## config.mk

```make
export PLATFORM = sky130hd
export DESIGN_NAME = sum_checked_frame_receiver
export DESIGN_NICKNAME = d
export VERILOG_FILES = /design/src/design/srx_pkg.sv /design/src/design/sum_checked_frame_receiver.sv /design/src/design/srx_front.sv /design/src/design/srx_queue.sv /design/src/design/srx_back.sv
export SDC_FILE = /design/constraint.sdc
export NUM_CORES = 1
export LEC_CHECK = 0
export BUFFER_PORTS_ARGS = -buffer_cell sky130_fd_sc_hd__buf_4
export CAP_MARGIN = 20
export CELL_PAD_IN_SITES_DETAIL_PLACEMENT = 1
export CELL_PAD_IN_SITES_GLOBAL_PLACEMENT = 2
export CORE_AREA = 8 8 199 201
export CTS_CLUSTER_DIAMETER = 60
export DETAILED_ROUTE_END_ITERATION = 10
export DIE_AREA = 0 0 207 209
export HOLD_SLACK_MARGIN = 0.05
export MAX_ROUTING_LAYER = met4
export PLACE_DENSITY_LB_ADDON = 0.1
export REMOVE_ABC_BUFFERS = 1
export SYNTH_ARGS = -nofsm -noshare
export SYNTH_HDL_FRONTEND = slang
export SYNTH_SLANG_ARGS = --single-unit
```

## constraint.sdc

```tcl
create_clock -name clk -period 2.9 [get_ports clk]
set_input_delay 0.725 -clock clk [delete_from_list [all_inputs] [get_ports clk]]
set_output_delay 0.725 -clock clk [all_outputs]
set_load 0.01 [all_outputs]
```

## src/design/srx_pkg.sv

```systemverilog
// Types and constants of the frame receiver
package srx_pkg;

  localparam int CFG_IDX_W = 2;

  localparam logic [CFG_IDX_W-1:0] REG_FIRST_HEADER  = 2'd0;
  localparam logic [CFG_IDX_W-1:0] REG_SECOND_HEADER = 2'd1;
  localparam logic [CFG_IDX_W-1:0] REG_DEVICE_ADDR   = 2'd2;
  localparam logic [CFG_IDX_W-1:0] REG_MAX_LENGTH    = 2'd3;

  localparam logic [7:0] RST_FIRST_HEADER  = 8'h55;
  localparam logic [7:0] RST_SECOND_HEADER = 8'hAA;
  localparam logic [7:0] RST_DEVICE_ADDR   = 8'h11;
  localparam logic [4:0] RST_MAX_LENGTH    = 5'd30;

  localparam logic [2:0] ST_OK       = 3'd0;
  localparam logic [2:0] ST_BAD_HDR2 = 3'd1;
  localparam logic [2:0] ST_BAD_ADDR = 3'd2;
  localparam logic [2:0] ST_TOO_LONG = 3'd3;
  localparam logic [2:0] ST_BAD_SUM  = 3'd4;
  localparam logic [2:0] ST_TIMEOUT  = 3'd5;

  localparam logic OP_BYTE    = 1'b0;
  localparam logic OP_TIMEOUT = 1'b1;

  typedef enum logic [2:0] {
    PH_HUNT = 3'd0,
    PH_HDR2 = 3'd1,
    PH_ADDR = 3'd2,
    PH_LEN  = 3'd3,
    PH_DATA = 3'd4,
    PH_CSUM = 3'd5
  } srx_phase_t;

  typedef enum logic [1:0] {
    BK_IDLE = 2'd0,
    BK_READ = 2'd1,
    BK_SEND = 2'd2
  } srx_back_state_t;

  typedef struct packed {
    logic       op;
    logic [7:0] byte_value;
  } srx_in_t;

  typedef struct packed {
    logic [2:0] status;
    logic [7:0] payload_byte;
    logic [4:0] position;
    logic       last;
  } srx_out_t;

  typedef struct packed {
    logic [7:0] first_header;
    logic [7:0] second_header;
    logic [7:0] device_address;
    logic [4:0] max_length;
  } srx_cfg_t;

  typedef struct packed {
    logic       is_frame;
    logic [2:0] status;
    logic [4:0] len;
  } srx_cmd_t;

  typedef struct packed {
    logic       en;
    logic [5:0] idx;
    logic [7:0] data;
  } srx_wr_t;

endpackage

```

## src/design/sum_checked_frame_receiver.sv

```systemverilog
// Additive-checksum frame receiver: top level with configuration registers
// Input: one transfer per cycle while the two-entry command queue has room;
// data bytes of a new frame wait until the previous frame's payload has drained.
// A status result passes through the command queue and the back end's idle state to
// the output; each payload byte of a good frame is read through the store's registered
// read port, then held in a send state until taken. Reset is synchronous.
module sum_checked_frame_receiver #(
  parameter int PAYLOAD_DEPTH = 32
) (
  input  logic                               clk,
  input  logic                               rst_n,
  input  logic                               in_valid,
  output logic                               in_ready,
  input  srx_pkg::srx_in_t                   in_data,
  output logic                               out_valid,
  input  logic                               out_ready,
  output srx_pkg::srx_out_t                  out_data,
  input  logic                               cfg_valid,
  output logic                               cfg_ready,
  input  logic [srx_pkg::CFG_IDX_W-1:0]      cfg_index,
  input  logic [7:0]                         cfg_data
);

  srx_pkg::srx_cfg_t cfg_r, cfg_nxt;
  srx_pkg::srx_cmd_t fq_data, qb_data;
  srx_pkg::srx_wr_t  wr;
  logic fq_valid, fq_ready, qb_valid, qb_ready, frame_done;

  assign cfg_ready = 1'b1;

  always_comb begin
    cfg_nxt = cfg_r;
    if (cfg_valid) begin
      case (cfg_index)
        srx_pkg::REG_FIRST_HEADER:  cfg_nxt.first_header   = cfg_data;
        srx_pkg::REG_SECOND_HEADER: cfg_nxt.second_header  = cfg_data;
        srx_pkg::REG_DEVICE_ADDR:   cfg_nxt.device_address = cfg_data;
        srx_pkg::REG_MAX_LENGTH:    cfg_nxt.max_length     = cfg_data[4:0];
        default: cfg_nxt = cfg_r;
      endcase
    end
  end

  always_ff @(posedge clk) begin
    if (!rst_n) begin
      cfg_r.first_header   <= srx_pkg::RST_FIRST_HEADER;
      cfg_r.second_header  <= srx_pkg::RST_SECOND_HEADER;
      cfg_r.device_address <= srx_pkg::RST_DEVICE_ADDR;
      cfg_r.max_length     <= srx_pkg::RST_MAX_LENGTH;
    end else begin
      cfg_r <= cfg_nxt;
    end
  end

  srx_front u_front (
    .clk        (clk),
    .rst_n      (rst_n),
    .cfg        (cfg_r),
    .in_valid   (in_valid),
    .in_ready   (in_ready),
    .in_data    (in_data),
    .cmd_valid  (fq_valid),
    .cmd_ready  (fq_ready),
    .cmd_data   (fq_data),
    .wr         (wr),
    .frame_done (frame_done)
  );

  srx_queue u_queue (
    .clk        (clk),
    .rst_n      (rst_n),
    .push_valid (fq_valid),
    .push_ready (fq_ready),
    .push_data  (fq_data),
    .pop_valid  (qb_valid),
    .pop_ready  (qb_ready),
    .pop_data   (qb_data)
  );

  srx_back #(
    .PAYLOAD_DEPTH (PAYLOAD_DEPTH)
  ) u_back (
    .clk        (clk),
    .rst_n      (rst_n),
    .wr         (wr),
    .cmd_valid  (qb_valid),
    .cmd_ready  (qb_ready),
    .cmd_data   (qb_data),
    .out_valid  (out_valid),
    .out_ready  (out_ready),
    .out_data   (out_data),
    .frame_done (frame_done)
  );

endmodule

```

## src/design/srx_front.sv

```systemverilog
// Front end: header hunt, frame parse, checksum check and payload writes
module srx_front (
  input  logic              clk,
  input  logic              rst_n,
  input  srx_pkg::srx_cfg_t cfg,
  input  logic              in_valid,
  output logic              in_ready,
  input  srx_pkg::srx_in_t  in_data,
  output logic              cmd_valid,
  input  logic              cmd_ready,
  output srx_pkg::srx_cmd_t cmd_data,
  output srx_pkg::srx_wr_t  wr,
  input  logic              frame_done
);

  srx_pkg::srx_phase_t phase_r, phase_nxt;
  logic [7:0] sum_r, sum_nxt;
  logic [4:0] len_r, len_nxt;
  logic [5:0] cnt_r, cnt_nxt;
  logic       pend_r, pend_nxt;
  logic       acc;
  logic [5:0] cnt_inc;

  always_ff @(posedge clk) begin
    if (!rst_n) begin
      phase_r <= srx_pkg::PH_HUNT;
      sum_r   <= 8'd0;
      len_r   <= 5'd0;
      cnt_r   <= 6'd0;
      pend_r  <= 1'b0;
    end else begin
      phase_r <= phase_nxt;
      sum_r   <= sum_nxt;
      len_r   <= len_nxt;
      cnt_r   <= cnt_nxt;
      pend_r  <= pend_nxt;
    end
  end

  // hold data bytes while the previous frame still drains from the store
  assign in_ready = cmd_ready && !(phase_r == srx_pkg::PH_DATA && pend_r);
  assign acc      = in_valid && in_ready;
  assign cnt_inc  = cnt_r + 6'd1;

  always_comb begin
    phase_nxt   = phase_r;
    sum_nxt     = sum_r;
    len_nxt     = len_r;
    cnt_nxt     = cnt_r;
    pend_nxt    = pend_r && !frame_done;
    cmd_valid   = 1'b0;
    cmd_data    = '0;
    wr.en       = 1'b0;
    wr.idx      = cnt_r;
    wr.data     = in_data.byte_value;
    if (acc) begin
      if (in_data.op == srx_pkg::OP_TIMEOUT) begin
        cmd_valid       = 1'b1;
        cmd_data.status = srx_pkg::ST_TIMEOUT;
      end else begin
        case (phase_r)
          srx_pkg::PH_HDR2: begin
            if (in_data.byte_value != cfg.second_header) begin
              cmd_valid       = 1'b1;
              cmd_data.status = srx_pkg::ST_BAD_HDR2;
            end else begin
              sum_nxt   = sum_r + in_data.byte_value;
              phase_nxt = srx_pkg::PH_ADDR;
            end
          end
          srx_pkg::PH_ADDR: begin
            if (in_data.byte_value != cfg.device_address) begin
              cmd_valid       = 1'b1;
              cmd_data.status = srx_pkg::ST_BAD_ADDR;
            end else begin
              sum_nxt   = sum_r + in_data.byte_value;
              phase_nxt = srx_pkg::PH_LEN;
            end
          end
          srx_pkg::PH_LEN: begin
            if (in_data.byte_value > {3'd0, cfg.max_length}) begin
              cmd_valid       = 1'b1;
              cmd_data.status = srx_pkg::ST_TOO_LONG;
            end else begin
              sum_nxt   = sum_r + in_data.byte_value;
              len_nxt   = in_data.byte_value[4:0];
              cnt_nxt   = 6'd0;
              phase_nxt = srx_pkg::PH_DATA;
            end
          end
          srx_pkg::PH_DATA: begin
            wr.en   = 1'b1;
            sum_nxt = sum_r + in_data.byte_value;
            cnt_nxt = cnt_inc;
            if (cnt_inc >= {1'b0, len_r} + 6'd1) begin
              phase_nxt = srx_pkg::PH_CSUM;
            end
          end
          srx_pkg::PH_CSUM: begin
            cmd_valid = 1'b1;
            if (in_data.byte_value != sum_r) begin
              cmd_data.status = srx_pkg::ST_BAD_SUM;
            end else begin
              cmd_data.is_frame = 1'b1;
              cmd_data.status   = srx_pkg::ST_OK;
              cmd_data.len      = len_r;
              pend_nxt          = 1'b1;
            end
          end
          default: begin
            if (in_data.byte_value == cfg.first_header) begin
              sum_nxt   = in_data.byte_value;
              cnt_nxt   = 6'd0;
              phase_nxt = srx_pkg::PH_HDR2;
            end else begin
              phase_nxt = srx_pkg::PH_HUNT;
            end
          end
        endcase
      end
      if (cmd_valid) begin
        phase_nxt = srx_pkg::PH_HUNT;
        sum_nxt   = 8'd0;
        cnt_nxt   = 6'd0;
      end
    end
  end

endmodule

```

## src/design/srx_queue.sv

```systemverilog
// Two-entry queue of commands between front and back end
module srx_queue (
  input  logic              clk,
  input  logic              rst_n,
  input  logic              push_valid,
  output logic              push_ready,
  input  srx_pkg::srx_cmd_t push_data,
  output logic              pop_valid,
  input  logic              pop_ready,
  output srx_pkg::srx_cmd_t pop_data
);

  srx_pkg::srx_cmd_t ent_r [2];
  logic       wr_ptr_r, wr_ptr_nxt;
  logic       rd_ptr_r, rd_ptr_nxt;
  logic [1:0] cnt_r, cnt_nxt;
  logic       push, pop;

  assign push_ready = cnt_r != 2'd2;
  assign pop_valid  = cnt_r != 2'd0;
  assign pop_data   = ent_r[rd_ptr_r];
  assign push       = push_valid && push_ready;
  assign pop        = pop_valid && pop_ready;

  always_comb begin
    wr_ptr_nxt = push ? !wr_ptr_r : wr_ptr_r;
    rd_ptr_nxt = pop ? !rd_ptr_r : rd_ptr_r;
    cnt_nxt    = cnt_r + {1'b0, push} - {1'b0, pop};
  end

  always_ff @(posedge clk) begin
    if (!rst_n) begin
      wr_ptr_r <= 1'b0;
      rd_ptr_r <= 1'b0;
      cnt_r    <= 2'd0;
    end else begin
      wr_ptr_r <= wr_ptr_nxt;
      rd_ptr_r <= rd_ptr_nxt;
      cnt_r    <= cnt_nxt;
    end
  end

  always_ff @(posedge clk) begin
    if (push) begin
      ent_r[wr_ptr_r] <= push_data;
    end
  end

endmodule

```

## src/design/srx_back.sv

```systemverilog
// Back end: payload store and result sequencer
module srx_back #(
  parameter int PAYLOAD_DEPTH = 32
) (
  input  logic              clk,
  input  logic              rst_n,
  input  srx_pkg::srx_wr_t  wr,
  input  logic              cmd_valid,
  output logic              cmd_ready,
  input  srx_pkg::srx_cmd_t cmd_data,
  output logic              out_valid,
  input  logic              out_ready,
  output srx_pkg::srx_out_t out_data,
  output logic              frame_done
);

  localparam int AW = (PAYLOAD_DEPTH > 1) ? $clog2(PAYLOAD_DEPTH) : 1;
  localparam logic [8:0] DEPTH_W = 9'(PAYLOAD_DEPTH);

  logic [7:0] mem_r [PAYLOAD_DEPTH];
  logic [7:0] rd_data_r;

  srx_pkg::srx_back_state_t state_r, state_nxt;
  logic       frame_r, frame_nxt;
  logic [2:0] stat_r, stat_nxt;
  logic [4:0] pos_r, pos_nxt;
  logic [4:0] len_r, len_nxt;

  logic [8:0] wr_ext, rd_ext;
  logic       rd_in_range;
  logic       is_last;

  assign wr_ext      = {3'd0, wr.idx};
  assign rd_ext      = {4'd0, pos_r};
  assign rd_in_range = rd_ext < DEPTH_W;
  assign is_last     = !frame_r || pos_r == len_r;

  always_ff @(posedge clk) begin
    if (wr.en && wr_ext < DEPTH_W) begin
      mem_r[wr_ext[AW-1:0]] <= wr.data;
    end
    if (state_r == srx_pkg::BK_READ) begin
      rd_data_r <= rd_in_range ? mem_r[rd_ext[AW-1:0]] : 8'd0;
    end
  end

  always_ff @(posedge clk) begin
    if (!rst_n) begin
      state_r <= srx_pkg::BK_IDLE;
      frame_r <= 1'b0;
      stat_r  <= srx_pkg::ST_OK;
      pos_r   <= 5'd0;
      len_r   <= 5'd0;
    end else begin
      state_r <= state_nxt;
      frame_r <= frame_nxt;
      stat_r  <= stat_nxt;
      pos_r   <= pos_nxt;
      len_r   <= len_nxt;
    end
  end

  always_comb begin
    state_nxt  = state_r;
    frame_nxt  = frame_r;
    stat_nxt   = stat_r;
    pos_nxt    = pos_r;
    len_nxt    = len_r;
    cmd_ready  = 1'b0;
    frame_done = 1'b0;
    case (state_r)
      srx_pkg::BK_IDLE: begin
        cmd_ready = 1'b1;
        if (cmd_valid) begin
          frame_nxt = cmd_data.is_frame;
          stat_nxt  = cmd_data.status;
          len_nxt   = cmd_data.len;
          pos_nxt   = 5'd0;
          state_nxt = cmd_data.is_frame ? srx_pkg::BK_READ : srx_pkg::BK_SEND;
        end
      end
      srx_pkg::BK_READ: begin
        state_nxt = srx_pkg::BK_SEND;
      end
      srx_pkg::BK_SEND: begin
        if (out_ready) begin
          if (is_last) begin
            frame_done = frame_r;
            state_nxt  = srx_pkg::BK_IDLE;
          end else begin
            pos_nxt   = pos_r + 5'd1;
            state_nxt = srx_pkg::BK_READ;
          end
        end
      end
      default: begin
        state_nxt = srx_pkg::BK_IDLE;
      end
    endcase
  end

  assign out_valid             = state_r == srx_pkg::BK_SEND;
  assign out_data.status       = stat_r;
  assign out_data.payload_byte = frame_r ? rd_data_r : 8'd0;
  assign out_data.position     = frame_r ? pos_r : 5'd0;
  assign out_data.last         = is_last;

endmodule

```

**Yosys cells after proc, flatten, opt, wreduce, memory -nomap -nowiden**

Memories as Yosys holds them, arrays and structs flattened. A register that Yosys moved wholly into a read port is not among the register bits.
Index checks and enable logic that the tools add are counted.

- Register bits after elaboration: 72
- Bits in latches: 0
- RAM bits: 274
- Bits in read-only memories: 0
- Input bits: 24
- Output and inout port bits: 20
- Word-level logic and storage cells: 157
- Memories kept: 2

Memories:

| memory | words | width | rd ports | clocked after Yosys merged registers in | write ports | RTL line | RTL |
|---|---|---|---|---|---|---|---|
| u_back.mem_r | 32 | 8 | 1 | 1 | 1 | srx_back.sv:20 | `logic [7:0] mem_r [PAYLOAD_DEPTH];` |
| u_queue.ent_r | 2 | 9 | 1 | 1 | 1 | srx_queue.sv:13 | `srx_pkg::srx_cmd_t ent_r [2];` |

- Add/subtract/negate cells: 6
- Multipliers: 0
- Div/mod/pow operators: 0
- Magnitude comparators: 4
- Equal/unequal tests: 26
- Shift operators: 0
- Mux-type cells: 68
- Bitwise logic cells: 2
- Reduce and logical (&&, ||, !) cells: 32

Operator list:

| cell | number |
|---|---|
| $mux W8 | 7 |
| $pmux W8 S5 | 1 |
| $mux W5 | 7 |
| $mux W1 | 29 |
| $mux W3 | 8 |
| $mux W6 | 4 |
| $ne A8 B8 Y1 | 3 |
| $pmux W6 S3 | 1 |
| $pmux W3 S5 | 1 |
| $reduce_and A7 Y1 | 2 |
| $ne A3 B3 Y1 const B | 4 |
| $pmux W3 S4 | 1 |
| $reduce_and A2 Y1 | 6 |
| $mux W2 | 5 |
| $pmux W5 S2 | 1 |
| $mux W9 | 1 |
| $add A8 B8 Y8 | 1 |
| $eq A8 B8 Y1 | 1 |
| $gt A8 B5 Y1 | 1 |
| $ne A2 B1 Y1 const B | 4 |
| $reduce_and A4 Y1 | 2 |
| $logic_and A1 B1 Y1 | 7 |
| $add A5 B1 Y6 const B | 1 |
| $add A6 B1 Y6 const B | 1 |
| 24 further kinds | 39 |

**Longest topological paths before layout**

Gate-level depths: netlist (run 1).

- Depth after elaboration: 11
- Gate-level depth with buffers: 12
- Mapped depth without buffers: 11

**Modules after synthesis**

Synthesis (run 1) repeated with hierarchy kept, for this count alone.

- Cells, all modules: 1010
- Area, all modules: 15462.3 um^2

Modules (own cells, without submodules):

| module | times used | cells an instance | area an instance (um^2) |
|---|---|---|---|
| srx_back | 1 | 541 | 11096.9 |
| srx_front | 1 | 295 | 2289.7 |
| sum_checked_frame_receiver | 1 | 116 | 1168.6 |
| srx_queue | 1 | 58 | 907.1 |

**Least setup slack after synthesis (run 1)**

Ideal clock, no wire load.

- Path kind: input port to flip-flop
- Start point: input port in_data[0] (netlist name)
- End point: memory u_queue.ent_r[0][0] (netlist name), enable pin
- Setup time: 0.375 ns
- Data arrival time: 2.430 ns
- Required time: 2.525 ns
- Path slack: 0.094 ns
- Stages: 9
- Cells stage by stage: buf_6 inv_1 ha_1 nand4_1 mux2i_1 a21oi_1 o21bai_1 a21oi_1 nor2b_1

- Cells in the longest elaborated chain, start to end: 9
- Elaborated cells between the ends (all ways): 13
- Classes of those cells: order compare: 1; eq/ne: 2; mux: 9; reduce/logical: 1

Ends and longest elaborated chain:

| element | RTL line | RTL |
|---|---|---|
| from (decl) | sum_checked_frame_receiver.sv:14 | `input srx_pkg::srx_in_t in_data,` |
| $gt A8 B5 Y1, or another cell as far along | srx_front.sv:81 | `if (in_data.byte_value > {3'd0, cfg.max_length}) begin` |
| $mux W1 (on tied branches) | srx_front.sv:81, srx_front.sv:63, srx_front.sv:72 |  |
| $pmux W1 S4 (*) | srx_front.sv:61 | `case (phase_r)` |
| $mux W1 (*) | srx_front.sv:57 | `if (in_data.op == srx_pkg::OP_TIMEOUT) begin` |
| $mux W1 (*) (2 in series) | srx_front.sv:56 | `if (acc) begin` |
| $logic_and A1 B1 Y1 (*) | srx_queue.sv:22 | `assign push = push_valid && push_ready;` |
| named net u_queue.push | srx_queue.sv:17 | `logic push, pop;` |
| $mux W1 (*) | srx_queue.sv:44 | `if (push) begin` |
| $mux W1 (not written as such) (*) | srx_queue.sv:45 | `ent_r[wr_ptr_r] <= push_data;` |
| to (decl) | srx_queue.sv:13 |  |

The timed path passes the listed nets; every way through them passes the cells marked *. The select of a mux whose other input is x is not followed.

==> impl_metrics.toml, run 1 <==
[synth]
async_flop_share_pct = 0
synth_cell_types = 55
synth_area_um2 = 15100
syn-mean-instance-area_um2 = 15.5
synth_area_leaders = "edfxtp_1, mux4_2, dfxtp_1, ha_1, nor2_1"
ys_ff_latch = 355
ys_seq_area_share_pct = 65.9
ys.flop_type = "edfxtp_1"
yosys_warnings = 0
yosys.area.top_type = "edfxtp_1"
syn_inst = 970
synth_edf_count = 282
synth_top_area_share_pct = 56.2

[drt]
ant_nets = 0
vias_per_cell = 5.26
totalWireLength_um = 36000
drcViolationCount = 0
vias = 8383
firstDrtPassIters = 5
drtIter0Drc = 343
routedWlPerCell_um = 22.5

[critical_path]
critical_path_cell_count = 5
critPathTopFamily = "flip-flops"
r2r_slack_ps = 470
cpMaxStageDelayCell = "dfxtp_2"
critPathMaxStageDelay_ps = 680
path_cells = "buf_4 > xnor2_1 > nand3_1 > nand2_1 > buf_4"
arrival_ps = 1930
worstPathRequired_ps = 2170
end_kind = "primary output"
crit_fanout = 14
crit_start = "u_back.pos_r[1]$_SDFFE_PN0P_"
r2r-start = "u_back.pos_r[0]$_SDFFE_PN0P_"
cpMostUsedCell = "buf_4"
reg2reg_to = "u_back.rd_data_r[6]$_DFFE_PN_"
path_buf_inv = 2
startpoint_type = "register"
worstSetupPathType = "register to primary output"
reg2regPathDepth = 5

[layout]
fin_cells = 1595
drive_above_1_share_pct = 25.8
fillCellCount = 3582
fin_util_pct = 49.3
seq_area_um2 = 9930
multi_input_area_um2 = 4830
syn_to_final_growth_pct = 18.5
finalNetCount = 1144

[floorplanning]
initial_core_util_pct = 41.6
design.core.area_um2 = 36300
dieArea_um2 = 43300
die_w_um = 207
die_h_um = 209
ios = 44
row_count = 70

[cts]
cts_tree = "built"
root_buffer = "clkbuf_16"
cts.path.max_buffers = 3
hold_buffers = 0
post_cts_resized = 0
cts_setup_buffers = 0
path_clk_slew_ps = 60
clk_latency_ps = 560
cts_made_buffers = 41
clkSinkCount = 355
htreeDepth = 2

[global_routing]
grt_pass1_vias = 9090
gr-total-overflow = 0
grt_usage_pct = 17.3
grt_pass1_wl_um = 56100
antenna_found_initial = 1
grt_max_degree = 53

[sta]
finalSetupViolCount = 0
finalHoldViolations = 0
finalCriticalPeriod_ps = 2660
timing.fmax_mhz = 376
rsz0062_at_grt = "false"
holdWs_ps = 400
setup_tns_ps = 0
final.period_utilization_pct = 91.7
max_slew.worst_pin.slew_ps = 652
slew_headroom_pct = 56.5
clock-skew-final_ps = 18.5
final-max-slew-violation-count = 0

[job]
max_cap_violations = 0

[place]
port_buffers = 42
place_hpwl_um = 25200
gp_congestion = 0.763
dp_cells = 1518

[hold_path]
min_path_cells = 3
min-delay-start = "cfg_data[7]"
min_delay_worst_endpoint = "cfg_r[20]$_SDFFE_PN1P_"
holdCritPathClass = "input pin to register"

[power_and_ir_drop]
power_density_nw_per_um2 = 688
ir_drop_v = 0.000495
leakage_nw = 6.02

[run_status]
status = "complete, no violations"
worst min-delay path, stage by stage:
cell and delay, ps:
buf_4 90, nand2_1 40, nand3_1 60
registers in the layout, indices dropped and copies added (netlist names), 2 cells and up, named ones only:
register / flops
u_back.mem_r: 256
cfg_r: 29
u_queue.ent_r: 18
u_back.rd_data_r: 8
u_front.sum_r: 8
u_front.cnt_r: 6
u_back.len_r: 5
u_back.pos_r: 5
u_front.len_r: 5
u_back.stat_r: 3
u_front.phase_r: 3
u_back.state_r: 2
u_queue.cnt_r: 2
worst max path at each step:
| stage | to | slack [ps] |
|---|---|---|
| finish | out_data[0] | 240 |
| global route | out_data[0] | 120 |
| CTS | out_data[0] | 190 |
| detailed placement | u_queue.cnt_r[1]$_SDFF_PN0_ | 4 |
| global placement | u_queue.cnt_r[1]$_SDFF_PN0_ | 10 |
| floorplan | u_back.rd_data_r[0]$_DFFE_PN_ | -1560 |
area by class of cell:
| cell class | count | share of cell area [%] |
|---|---|---|
| Tap cell | 468 | 3.28 |
| Timing Repair Buffer | 130 | 5.95 |
| Clock buffer | 59 | 6.47 |
| Sequential cell | 355 | 55.6 |
| Clock inverter | 17 | 1.20 |
| Antenna cell | 1 | 0.0140 |
| Inverter | 19 | 0.399 |
| Multi-Input combinational cell | 546 | 27.0 |
layout by cell type (no fill, tap or decap), types with 8 or more instances in the layout:
cell type | synthesis | routed
nand2_1 | 74 | 74
dfxtp_1 | 73 | 71
clkinv_1 | 1 | 8
mux4_2 | 80 | 80
xnor2_1 | 27 | 27
mux2i_1 | 25 | 25
xor2_1 | 24 | 24
nand3_1 | 17 | 17
a211oi_1 | 13 | 13
buf_4 | 2 | 123
nor2b_1 | 8 | 8
and2_1 | 22 | 22
clkbuf_16 | 0 | 43
nand4_1 | 8 | 8
nor3_1 | 9 | 9
edfxtp_1 | 282 | 282
clkbuf_1 | 26 | 14
mux2_2 | 9 | 9
o21ai_0 | 19 | 19
nor2_1 | 84 | 84
inv_1 | 18 | 18
ha_1 | 26 | 26
a21oi_1 | 30 | 30
per-layer routing:
metal	part of all wire, %	GRT usage [%]	up-vias
li1	-	-	3944
met1	44	21.3	4244
met2	50	29.1	137
met3	3.7	2.92	58
met4	2.3	5.32	0
met5	0	-	-
logic make-up after synthesis:
group                    Yosys count  share of synthesized area [%]
other                              1                         0.0249
XOR/XNOR                          51                           2.96
AND/OR/NAND/NOR                  257                           8.29
multiplexers                     114                           14.3
adder cells (fa/ha/maj)           27                           2.29
flip-flops                       355                           65.9
buffers and inverters             69                           2.03
AO/OA/AOI/OAI                     96                           4.20
Yosys cell counts (19+ instances only):
| cell | count |
|---|---|
| xor2_1 | 24 |
| nand2_1 | 74 |
| dfxtp_1 | 73 |
| xnor2_1 | 27 |
| clkbuf_1 | 26 |
| mux4_2 | 80 |
| ha_1 | 26 |
| mux2i_1 | 25 |
| and2_1 | 22 |
| a21oi_1 | 30 |
| o21ai_0 | 19 |
| edfxtp_1 | 282 |
| nor2_1 | 84 |
where the power goes:
part	switching [mW]	total, mW	internal [mW]
Clock	2.03	5.25	3.22
Combinational	0.702	1.31	0.605
Sequential	0.105	5.73	5.63
Total	2.83	12.3	9.45
per-stage QoR:
stage                     total power [mW]  area, µm²  setup WS, ps
after floorplan                       6.61      14800         -1560
after global placement                7.17      16500          11.7
after detailed placement              7.19      16500          4.44
after CTS                             12.5      17900           189
after global routing                  12.8      17900           119
final                                 12.3      17900           242
Note: power is estimated with default switching activity, not from simulation.
==> run 2, diff against run 1 <==
- CAP_MARGIN: 20 -> 5
- RECOVER_POWER: not set -> 100
- SETUP_SLACK_MARGIN: not set -> 0.4
==> run 2 against run 1 <==
Against the previous run: the flow now finishes with violations (max-capacitance violations, max-slew violations); via count rose by 0.76%; worst setup slack improved by 56 ps; sequential share of layout area rose by 0.35 points; count of clock-buffer cells in the layout did not move; total power fell by 0.20%; worst hold slack got worse by 0.75 ps; sequential power barely moved; combinational power barely moved; sequential cell count did not move; design area fell by 0.60%; utilization fell by 0.30 points; critical path depth fell by 2; critical path type unchanged; highest routed layer unchanged.
==> impl_metrics.toml, run 2 (synthesized netlist as in run 1, its figures left out) <==
[run_status]
status = "finished with violations"
violations = "max-capacitance violations, max-slew violations"

[sta]
finalSetupViolCount = 0
rsz0062_at_grt = "true"
holdWs_ps = 400
max_slew.worst_pin.slew_ps = 1510
clock-skew-final_ps = 18.0
timing.fmax_mhz = 384
final-max-slew-violation-count = 35
slew_headroom_pct = -0.916
final.period_utilization_pct = 89.7
finalCriticalPeriod_ps = 2600
finalHoldViolations = 0

[critical_path]
r2r_slack_ps = 390
path_cells = "clkbuf_1 > and2_1 > buf_4"
critPathMaxStageDelay_ps = 630
path_buf_inv = 2
end_kind = "primary output"
worstPathRequired_ps = 2170
r2r-start = "u_front.phase_r[1]$_SDFFE_PN0P_"
reg2regPathDepth = 8
crit_start = "u_back.frame_r$_SDFFE_PN0P_"
crit_fanout = 16
cpMaxStageDelayCell = "clkbuf_1"
reg2reg_to = "u_back.mem_r[18][7]$_DFFE_PP_"
startpoint_type = "register"
crit_end = "out_data[8]"
critPathTopFamily = "buffers and inverters"
worstSetupPathType = "register to primary output"
critical_path_cell_count = 3
arrival_ps = 1880

[cts]
path_clk_slew_ps = 60
root_buffer = "clkbuf_16"
cts_tree = "built"
cts_made_buffers = 41
hold_buffers = 0
clkSinkCount = 355
cts.path.max_buffers = 3
clk_latency_ps = 560
htreeDepth = 2

[drt]
totalWireLength_um = 36100
drtIter0Drc = 359
routedWlPerCell_um = 22.5
vias_per_cell = 5.26
vias = 8447
ant_nets = 0
firstDrtPassIters = 6
drcViolationCount = 0

[global_routing]
grt_usage_pct = 17.3
gr-total-overflow = 0
antenna_found_initial = 1
grt_pass1_vias = 9103
grt_pass1_wl_um = 56100
grt_max_degree = 53

[place]
place_hpwl_um = 25200
gp_congestion = 0.763
dp_cells = 1518
port_buffers = 42

[power_and_ir_drop]
power_density_nw_per_um2 = 691
ir_drop_v = 0.000494
leakage_nw = 5.94

[hold_path]
holdCritPathClass = "input pin to register"

[floorplanning]
design.core.area_um2 = 36300
row_count = 70
initial_core_util_pct = 41.6
ios = 44
dieArea_um2 = 43300
die_h_um = 209
die_w_um = 207

[layout]
fin_cells = 1605
syn_to_final_growth_pct = 17.8
largest_reg_flops = 256
final_common_cell = "edfxtp_1"
layout_common_cells = "edfxtp_1, nor2_1, buf_4"
drive_above_1_share_pct = 24.1
finalNetCount = 1154

[job]
max_cap_violations = 1
-- run 2: cell types whose count changed in the layout (fill, tap and decap cells not counted), sizes merged --
cell,previous run,this run
buf,130,90
clkbuf,59,109
-- run 2: repair_timing --
| item | 4_1_cts | 5_1_grt |
|---|---|---|
| gates cloned | 0 | 0 |
| endpoints found under the setup margin | 1 | 230 |
| resized for setup | 1 | 6 |
| buffers inserted | 2 | 8 |
| endpoints found under the hold margin | 0 | 0 |
-- run 2: layout make-up --
type | instances | area, µm²
fill | 3591 | 18500
sequential | 355 | 9940
clock buffer | 59 | 1160
timing repair buffer | 140 | 986
inverter | 19 | 71.3
tap | 468 | 586
antenna | 1 | 2.50
multi-input combinational | 546 | 4800
clock inverter | 17 | 215
-- run 2: per-layer routing --
layer | track usage (%) | share of wire [%] | vias to the layer above
met5 | - | 0 | -
met4 | 5.32 | 2.2 | 0
met3 | 2.92 | 3.6 | 58
met2 | 29.1 | 50 | 147
met1 | 21.3 | 45 | 4275
li1 | - | - | 3967
-- run 2: per-stage QoR --
stage	util, %	setup TNS (ps)	worst slack (ps)	power, mW	cell area (µm²)
after floorplan	-	-22460	-1560	6.61	14800
after global placement	45.5	0	11.7	7.17	16500
after detailed placement	45.5	0	4.44	7.19	16500
after CTS	49.3	0	418	12.5	17900
after global routing	49.0	0	188	12.7	17800
final	49.0	0	298	12.3	17800
-- run 2: report_power, final --
| part | internal, mW | leakage [nW] | switching [mW] |
|---|---|---|---|
| logic | 0.576 | 2.13 | 0.709 |
| registers | 5.63 | 3.15 | 0.103 |
| clock network | 3.22 | 0.660 | 2.03 |
-- run 2: worst register-to-register path: stages (launching register included) --
cell and delay (ps):
dfxtp_1 480, nor2_2 100, a32oi_1 330, nand2_1 130, nor3_1 200, buf_4 160
nand2_1 280, nor2_1 220, clkbuf_2 290
-- run 2: how the worst min path moves through the flow --
stage / startpoint / endpoint / slack (ps) / cells past startpoint
after floorplan: u_front.sum_r[6]$_SDFFE_PN0P_ / u_front.sum_r[6]$_SDFFE_PN0P_ / 440 / 2
after global placement: cfg_r[6]$_SDFFE_PN0P_ / cfg_r[6]$_SDFFE_PN0P_ / 460 / 2
after detailed placement: cfg_r[11]$_SDFFE_PN0P_ / cfg_r[11]$_SDFFE_PN0P_ / 460 / 2
after CTS: cfg_data[7] / cfg_r[20]$_SDFFE_PN1P_ / 380 / 3
after global routing: cfg_data[7] / cfg_r[20]$_SDFFE_PN1P_ / 400 / 3
final: cfg_data[7] / cfg_r[20]$_SDFFE_PN1P_ / 400 / 3
==> run 3, diff against run 2 <==
- CORE_AREA: 8 8 199 201 -> 8 8 183 185
- DIE_AREA: 0 0 207 209 -> 0 0 191 193
- clock period: 2.9 -> 3.2 ns (I/O delays scaled with it)
==> run 3 against run 2 <==
Against the previous run: the flow now finishes without violations; global-route usage increased by 3.3 points; worst setup slack improved by 86 ps; clock skew increased by 4.7 ps; worst hold slack improved by 69 ps; sequential cell count unchanged; via count increased by 0.46%; first-iteration DRC count increased by 24%; non-clock buffer count decreased by 18; design area decreased by 2.3%; register-to-register slack about the same; critical path type is now register to register.
==> impl_metrics.toml, run 3 (synthesized netlist as in run 1, its figures left out) <==
[run_status]
status = "complete, no violations"

[drt]
totalWireLength_um = 36000
firstDrtPassIters = 4
vias_per_cell = 5.62
ant_nets = 0
routedWlPerCell_um = 23.9
drtIter0Drc = 446
drcViolationCount = 0
vias = 8486

[floorplanning]
initial_core_util_pct = 48.9
ios = 44
die_w_um = 191
row_count = 65
die_h_um = 193
design.core.area_um2 = 30800
dieArea_um2 = 36900

[layout]
insertedDiodeCount = 0
drive_above_1_share_pct = 22.3
fin_util_pct = 56.3
finalNetCount = 1134
largest_reg_flops = 256
layout_common_cells = "edfxtp_1, nor2_1, mux4_2"
design_area_um2 = 17300
fillCellCount = 2925
final_common_cell = "edfxtp_1"
syn_to_final_growth_pct = 15.1

[critical_path]
critPathMaxStageDelay_ps = 480
worstPathRequired_ps = 3390
crit_fanout = 8
critPathTopFamily = "simple AND/OR/NAND/NOR gates"
cpMaxStageDelayCell = "dfxtp_1"
end_kind = "register"
path_cells = "nor2_1 > a32oi_1 > nand2_1 > nor3_1 > nand2_1 > nor2_1 > clkbuf_2"
arrival_ps = 3000
worstSetupPathType = "register to register"
path_buf_inv = 1
startpoint_type = "register"

[sta]
final.period_utilization_pct = 88.0
timing.fmax_mhz = 355
slew_headroom_pct = 1.83
finalSetupViolCount = 0
max_slew.worst_pin.slew_ps = 1470
rsz0062_at_grt = "true"
clock-skew-final_ps = 22.7
finalCriticalPeriod_ps = 2820
final-max-slew-violation-count = 0
finalHoldViolations = 0

[global_routing]
grt_usage_pct = 20.6
grt_max_degree = 70
antenna_found_initial = 0
grt_pass1_vias = 9149
gr-total-overflow = 0
grt_pass1_wl_um = 55800

[power_and_ir_drop]
power_frac_seq_pct = 48.8
leakage_nw = 5.75
ir_drop_v = 0.000640
power_density_nw_per_um2 = 614
power_frac_clock_pct = 40.4
combPwrFrac_pct = 10.8
p_int_mw = 8.14
p_switching_mw = 2.52
swShare_pct = 23.6

[place]
place_hpwl_um = 24100
port_buffers = 42
gp_congestion = 0.797
placed_area_um2 = 16300

[cts]
path_clk_slew_ps = 60
htreeDepth = 2
root_buffer = "clkbuf_16"
clkSinkCount = 355
cts_tree = "built"
hold_buffers = 0
clk_latency_ps = 530
cts_made_buffers = 39
cts.path.max_buffers = 3
post_cts_resized = 0

[job]
max_cap_violations = 0

[hold_path]
holdCritPathClass = "register to register"
-- run 3: changes by cell type in the layout (fill, tap and decap cells not counted), moves of 2 or more --
cell / before / now
buf_4: 83 / 55
clkinv_2: 1 / 5
bufinv_16: 5 / 3
buf_12: 7 / 4
clkbuf_2: 25 / 30
clkbuf_8: 2 / 0
clkbuf_16: 43 / 40
-- run 3: routing by layer --
layer  part of all wire, %  routed length, µm  GRT usage [%]  vias to the layer above
met2                    50              18000           34.2                      148
li1                      -                  -              -                     3928
met5                     0                  0              -                        -
met1                    45              16100           26.8                     4362
met4                   2.0                731           5.19                        0
met3                   3.3               1200           2.79                       48
-- run 3: worst paths after layout --
kind | startpoint | endpoint | slack, ps | cells past startpoint
worst max register to register | u_front.phase_r[1]$_SDFFE_PN0P_ | u_back.mem_r[12][0]$_DFFE_PP_ | 380 | 7
worst min register to register | cfg_r[15]$_SDFFE_PN0P_ | cfg_r[15]$_SDFFE_PN0P_ | 470 | 2
worst max-delay path | u_front.phase_r[1]$_SDFFE_PN0P_ | u_back.mem_r[12][0]$_DFFE_PP_ | 380 | 7
worst min-delay path | cfg_r[15]$_SDFFE_PN0P_ | cfg_r[15]$_SDFFE_PN0P_ | 470 | 2
-- run 3: layout make-up --
type	count	area (µm²)	share of cell area, %
flip-flops and latches	355	9930	57.3
multi-input cells	546	4820	27.8
clock buffers	46	1020	5.90
repair buffers	122	796	4.59
well taps	402	503	2.90
clock inverters	20	198	1.14
inverters	19	71.3	0.411
-- run 3: power groups by stage --
stage	clock network, mW	logic, mW	registers [mW]
global placement	0	1.16	5.30
finish	4.31	1.15	5.20
detailed placement	0	1.19	5.30
global route	4.55	1.28	5.21
floorplan	0	0.655	5.34
CTS	4.41	1.22	5.21
-- run 3: stage by stage --
step / cells / power [mW] / setup TNS (ps) / setup WS, ps / hold slack [ps]
final: 1510 / 10.7 / 0 / 384 / 468
after global routing: 1510 / 11.0 / 0 / 174 / 487
after CTS: 1507 / 10.8 / 0 / 449 / 468
after detailed placement: 1440 / 6.49 / 0 / 245 / 460
after global placement: 1440 / 6.47 / 0 / 246 / 455
after floorplan: 920 / 5.99 / -17510 / -1260 / 436
-- run 3: repair_timing --
action | 4_1_cts | 5_1_grt
gates cloned | 1 | 0
buffers inserted | 0 | 3
setup endpoints to repair | 1 | 119
-- run 3: worst register-to-register path: cells and delay by family, from the launching register on --
kind / cells / cell delay, ps
and+or+nand+nor: 5 / 1350
DFF: 1 / 480
AOI/OAI and AO/OA: 1 / 360
buffers and inverters: 1 / 300
